===== config.mk =====
export PLATFORM = sky130hd
export DESIGN_NAME = ats_remainder
export DESIGN_NICKNAME = d
export VERILOG_FILES = /design/src/rtl/core/ats_pkg.sv /design/src/rtl/core/ats_remainder.sv
export SDC_FILE = /design/constraint.sdc
export NUM_CORES = 1
export LEC_CHECK = 0
export BUFFER_PORTS_ARGS = -buffer_cell sky130_fd_sc_hd__buf_2
export CAP_MARGIN = 10
export CORE_ASPECT_RATIO = 0.75
export CORE_MARGIN = 2
export CORE_UTILIZATION = 45
export DETAILED_ROUTE_END_ITERATION = 10
export SETUP_SLACK_MARGIN = 0.5
export SLEW_MARGIN = 5
export SYNTH_ARGS = -nofsm -noshare
export SYNTH_HDL_FRONTEND = slang
export SYNTH_SLANG_ARGS = --single-unit

===== constraint.sdc =====
create_clock -name clk -period 76.8 [get_ports clk]
set_input_delay 19.2 -clock clk [delete_from_list [all_inputs] [get_ports clk]]
set_output_delay 19.2 -clock clk [all_outputs]
set_load 0.1 [all_outputs]

===== src/rtl/core/ats_pkg.sv =====
`default_nettype none
package ats_pkg;

  localparam int DEF_MAX_WIDTH  = 256;
  localparam int DEF_MAX_HEIGHT = 256;
  localparam int DEF_MAX_SPAN   = 64;

  localparam int SIZE_W  = 9;
  localparam int PER_W   = 10;
  localparam int COORD_W = 32;
  localparam int UV_W    = 50;

  localparam logic [2:0] REG_COEF_A  = 3'd0;
  localparam logic [2:0] REG_COEF_B  = 3'd1;
  localparam logic [2:0] REG_COEF_C  = 3'd2;
  localparam logic [2:0] REG_COEF_D  = 3'd3;
  localparam logic [2:0] REG_COEF_E  = 3'd4;
  localparam logic [2:0] REG_COEF_F  = 3'd5;
  localparam logic [2:0] REG_TILE    = 3'd6;
  localparam logic [2:0] REG_SIZE    = 3'd7;

  localparam logic [1:0] MODE_CLAMP  = 2'd0;
  localparam logic [1:0] MODE_REPEAT = 2'd1;
  localparam logic [1:0] MODE_MIRROR = 2'd2;

  localparam logic FUNC_WRITE = 1'b0;
  localparam logic FUNC_SPAN  = 1'b1;

endpackage
`default_nettype wire


===== src/rtl/core/ats_remainder.sv =====
`default_nettype none
module ats_remainder (
  input  logic                      clk,
  input  logic                      rst,
  input  logic                      start,
  input  logic [31:0]               magnitude,
  input  logic [ats_pkg::PER_W-1:0] period,
  output logic                      done,
  output logic [ats_pkg::PER_W-1:0] rem
);
  import ats_pkg::*;

  localparam int BITS_PER_CYCLE = 8;
  localparam int CHUNKS = 32 / BITS_PER_CYCLE;
  localparam int CNT_W = $clog2(CHUNKS);

  logic [31:0]      dvd;
  logic [CNT_W-1:0] cnt;
  logic             busy;
  logic [31:0]      dvd_next;
  logic [PER_W-1:0] rem_next;
  logic [PER_W:0]   trial;

  always_comb begin
    dvd_next = dvd;
    rem_next = rem;
    trial = '0;
    for (int i = 0; i < BITS_PER_CYCLE; i++) begin
      trial = {rem_next, dvd_next[31]};
      dvd_next = {dvd_next[30:0], 1'b0};
      if (trial >= {1'b0, period}) begin
        trial = trial - {1'b0, period};
      end
      rem_next = trial[PER_W-1:0];
    end
  end

  always_ff @(posedge clk) begin
    if (rst) begin
      busy <= 1'b0;
      done <= 1'b0;
      cnt  <= '0;
    end else begin
      done <= 1'b0;
      if (start) begin
        dvd  <= magnitude;
        rem  <= '0;
        cnt  <= '0;
        busy <= 1'b1;
      end else if (busy) begin
        dvd <= dvd_next;
        rem <= rem_next;
        cnt <= cnt + 1'b1;
        if (cnt == CNT_W'(CHUNKS - 1)) begin
          busy <= 1'b0;
          done <= 1'b1;
        end
      end
    end
  end

endmodule
`default_nettype wire


**Word-level counts from Yosys, hierarchy flattened**

Cells that the tools add are included.

- Bits in writable memories: 0
- Memories: 0
- Flip-flop bits (word level): 46
- Latch bits: 0
- Memory bits (read-only): 0
- Bits of input ports: 45
- Word-level logic and storage cells: 44

- $add $sub $neg: 9
- Shifts and indexed selects: 0
- Equality and inequality tests: 1
- Muxes and demuxes: 15
- Div/mod/pow operators: 0
- $lt $le $gt $ge: 8
- Bitwise logic cells: 2
- Reduce and logical (&&, ||, !) cells: 4
- Multiply operators: 0

Operators with widths:

| kind | count |
|---|---|
| $mux W10 | 9 |
| $ge A11 B10 Y1 | 8 |
| $sub A10 B10 Y10 | 8 |
| $mux W32 | 2 |
| $mux W1 | 4 |
| $reduce_or A3 Y1 | 1 |
| $add A2 B1 Y2 const B | 1 |
| $eq A2 B2 Y1 const B | 1 |
| $not A1 Y1 | 2 |
| $reduce_and A2 Y1 | 1 |
| $reduce_bool A2 Y1 | 1 |
| $reduce_or A2 Y1 | 1 |

**Depth between registers and ports, before layout**

- Word-level depth: 17
- Depth in mapped cells: 97
- Mapped depth without buffers: 93

**Worst setup path after synthesis**

OpenSTA, ideal clock, no wires.

- Path type: input -> register
- Start: in period[1] (netlist name)
- End: reg rem[0] (netlist name), data pin
- Cell stages on the path: 91
- Setup time: 0.167 ns
- Arrival time: 37.382 ns
- Slack: 39.250 ns
- Buffers on the path: 3
- Data required time: 76.633 ns
- Path through: inv_1 ha_1 nor2b_1 o31a_1 o31a_1 a21oi_1 mux2_2 ha_1 o21a_1 o31a_1 o41a_1 o311a_1 a211oi_1 nand2_1 o21ai_0 inv_1 ha_1 nor2b_1 [55 not listed] a22oi_4 buf_6 mux2i_1 ha_1 nor2b_1 o21ai_0 a21boi_0 o21ai_0 nand2b_1 a21o_1 a21o_1 a21o_1 a21o_1 a211oi_1 o21a_1 buf_2 nand2_1 a211oi_1

- Longest elaborated chain between the ends: 17
- Elaborated cells on any way between the ends: 24
- Those cells by class: 7 x add/sub; 8 x order compare; 9 x mux

RTL lines:

| what | line | RTL |
|---|---|---|
| from (decl) | ats_remainder.sv:7 | `input logic [ats_pkg::PER_W-1:0] period,` |
| $sub A10 B10 Y10 or $ge A11 B10 Y1 (tied branches) | ats_remainder.sv:32, ats_remainder.sv:31 |  |
| $mux W10 | ats_remainder.sv:31 | `if (trial >= {1'b0, period}) begin` |
| $sub A10 B10 Y10 or $ge A11 B10 Y1 (tied branches) | ats_remainder.sv:32, ats_remainder.sv:31 |  |
| $mux W10 | ats_remainder.sv:31 |  |
| $sub A10 B10 Y10 or $ge A11 B10 Y1 (tied branches) | ats_remainder.sv:32, ats_remainder.sv:31 |  |
| $mux W10 | ats_remainder.sv:31 |  |
| $sub A10 B10 Y10 or $ge A11 B10 Y1 (tied branches) | ats_remainder.sv:32, ats_remainder.sv:31 |  |
| $mux W10 | ats_remainder.sv:31 |  |
| $sub A10 B10 Y10 or $ge A11 B10 Y1 (tied branches) | ats_remainder.sv:32, ats_remainder.sv:31 |  |
| $mux W10 | ats_remainder.sv:31 |  |
| $sub A10 B10 Y10 or $ge A11 B10 Y1 (tied branches) | ats_remainder.sv:32, ats_remainder.sv:31 |  |
| $mux W10 | ats_remainder.sv:31 |  |
| $sub A10 B10 Y10 or $ge A11 B10 Y1 (tied branches) | ats_remainder.sv:32, ats_remainder.sv:31 |  |
| $mux W10 | ats_remainder.sv:31 |  |
| $ge A11 B10 Y1 (*) | ats_remainder.sv:31 |  |
| $mux W10 (*) | ats_remainder.sv:31 |  |
| $mux W10 (*) | ats_remainder.sv:50 | `end else if (busy) begin` |
| to (signal assigned) | ats_remainder.sv:52 | `rem <= rem_next;` |
| to (decl) | ats_remainder.sv:9 | `output logic [ats_pkg::PER_W-1:0] rem` |

Mark *: on every way between the ends. The rest lies on a longest branch, timed or not. The select of a mux whose other input is x is not followed.
A chain may end at the register's enable or synchronous reset.

**Final worst setup path**

Same ends and word-level chain as after synthesis.

==> results.md <==
* WL met1 at around 8000 um
* Post-synthesis mux area share at between 10% and 20%
* WP data required at ~77 ns
* Least-Margin Pin Slew at ~1.2 ns
* # diodes at 0
* DR top layer: met4
* Total negative slack at 0 ns
* Core ar. at around 14000 um2
* Most frequent cells in the layout: 81 x ha_1, 55 x buf_2, 50 x mux2_2
* GRT overflow at 0
* CP most frequent cell: o21ai_0
* I/O pins at 56
* Utilization after layout at 51.2%
* Layout cell share with drive strength beyond 1 at a little under a fifth
* Largest net degree at the start of global routing at 48
* CP max-delay cell: nor4_1
* DR iter-0 viols at 452
* Post-synth top flop: edfxtp_1
* Min Tclk post-route at 40.57 ns
* CTS clk-pin slew, worst paths at 0.07 ns
* Hold WC Path Type: register to register
* Finished Cell Area at ~7100 um2
* Post-Syn Area per Cell at about 9 um2
* Final ANT Viol Nets at 0
* Synth cell types at 74
* Num CTS Buffers at 5
* Area growth syn-to-layout at 10.2%
* Post-Route Skew at between 0.005 and 0.006 ns
* Mapped Area at around 6400 um2
* Max Cap Viol at 0
* CP Capture Type: register
* Sequential cell area fraction in the yosys report at a little over a fifth
* Critical path class: input pin to register
* Gate count after technology mapping at 698
* CTS tree: built
* Max_slew headroom at around a fifth
* H-tree Lvls at 2
* Synth Area in Simple Gates at between 10% and 20%
* Synth Area in Adders at ~18%
* CTS max path bufs at 2
* Final period utilization at about 53%
* Post-Syn Nets at roughly 830
* Most common cell after layout, fill and taps aside: ha_1
* CTS resizes at 0
* Clk Latency, worst-skew pair at between 0.2 and 0.3 ns
* Critical path peak fanout at 12
* CTS Sinks at 46
* DR WL/cell at 18.4 um
* DRC viols at 0
* Fillers at around 1200
* Slowest stage delay, CP at between 0.4 and 0.5 ns
* Routed wl met3 at just over 1000 um
* Post CTS Setup Buffer Count at 0
* Hold buffer count at CTS at 0
* Metal2 WL at 7610 um
* GP Congestion at about 0.90
* Routed vias/inst at 6.04
* Cell taking the most area after synthesis: edfxtp_1
* Final Hold Viols at 0
* First-pass GRT wire length at approximately 27000 um
* Synth Area in XOR/XNOR at 7.52%
* Placed cell area at 6870 um2
* WHS at 0.504 ns
* Vias in the first global route at between 5000 and 6000
* RSZ-0062 raised after global routing: no
* #FFs+latches synth at 46
* DP Wirelength at 13500 um
* Initial antenna violation count at 0
* Async SR Flop Fraction at 0%
* Max-slew violations at 0
* Tot GR Track Use at 22.5%
* Number of flops mapped to enable cells by yosys at between 40 and 50
* Arrival @ worst endpoint at roughly 40 ns
* # rows at 37
* Endpoints failing setup at 0
* Final nets at between 800 and 900
* Die Y at between 100 and 150 um
* Top post-synthesis cells by area: edfxtp_1 20%, ha_1 16%, mux2_2 8.8%
* Die width at 142 um
* Synth top area share at a little under 20%
* Starting density of the core at around 46%
* YS warnings at 0
* Main combinational cell family by area after synthesis: compound AO/OA/AOI/OAI gates
* F_max at approximately 0.025 GHz
* Root Driver: clkbuf_16
* Post-synthesis compound-gate area fraction at ~22%
* Vias at between 5000 and 6000
* Worst setup SP type: input pin
* Outcome: finished, final reports clean
* PortBufs at 55
* Routed WL at 17000 um
* Die area at roughly 15000 um2
* Initial DRT Pass Iterations at 5
-- critical path, delay by kind of cell --
kind            cells  cell delay [ns]
buf+inv             8             1.03
mux                 4             1.58
fa+ha+maj           8             2.25
simple gates       24             4.26
compound gates     46            12.35
-- final cells by class --
cell class                 count  area (um2)  area share, %
inverter                      49         184           2.61
clock inverter                 3        68.8          0.975
clock buffer                   5         125           1.77
multi-input combinational    592        4830           68.4
tap                          175         219           3.10
sequential                    46        1340           19.0
timing repair buffer          57         290           4.11
-- synthesized netlist by cell type, drive strengths merged (2+ instances only) --
cell type / instances
a211o: 6
a211oi: 12
nor2: 37
nand2b: 12
or2: 2
xor2: 21
mux2: 61
a21o: 28
o21ai: 43
and3: 2
o21bai: 4
nand3: 12
o311a: 2
clkbuf: 5
a21boi: 3
a221oi: 4
o21a: 18
edfxtp: 42
inv: 49
a22oi: 4
nor3: 23
nand4: 16
nand2: 31
mux2i: 11
o211ai: 4
fa: 8
buf: 6
o31ai: 4
o2111a: 2
nor4: 5
o31a: 4
dfxtp: 4
a21oi: 43
xnor2: 34
a31oi: 4
nor2b: 19
and2: 10
ha: 81
o41ai: 3
nor3b: 4
-- worst paths after layout --
| path | slack [ns] | to | from | depth (start not counted) |
|---|---|---|---|---|
| worst min register to register | 0.50 | done | busy | 2 |
| worst max-delay path | 36.23 | rem[0] | period[1] | 90 |
| worst max register to register | 55.13 | rem[0] | rem[7] | 88 |
| worst min-delay path | 0.50 | done | busy | 2 |
-- metal layers --
| layer | global-route usage [%] | vias to the layer above |
|---|---|---|
| li1 | - | 2738 |
| met1 | 31.6 | 2635 |
| met2 | 36.7 | 197 |
| met3 | 3.34 | 26 |
| met4 | 5.29 | 0 |
| met5 | 0 | - |
-- stage by stage --
step           std cells  setup slack (ns)
6_report             927             36.23
5_1_grt              927             34.29
4_1_cts              927             36.40
3_5_place_dp         919             36.25
3_3_place_gp         919             36.62
2_1_floorplan        698             39.25
-- registers in the layout (all words and copies together) (netlist names) --
name,flops
done,1
busy,1
dvd,32
rem,10
cnt,2
-- cell families after synthesis --
group                      count (synthesis)
muxes                                     72
DFF                                       46
buffers and inverters                     60
and+or+nand+nor                          177
AOI/OAI and AO/OA                        199
adders and majority gates                 89
xor gates and xnor gates                  55
Power is not shown: default switching activity piles up to over one toggle a cycle in this logic, so the estimate is an artifact.
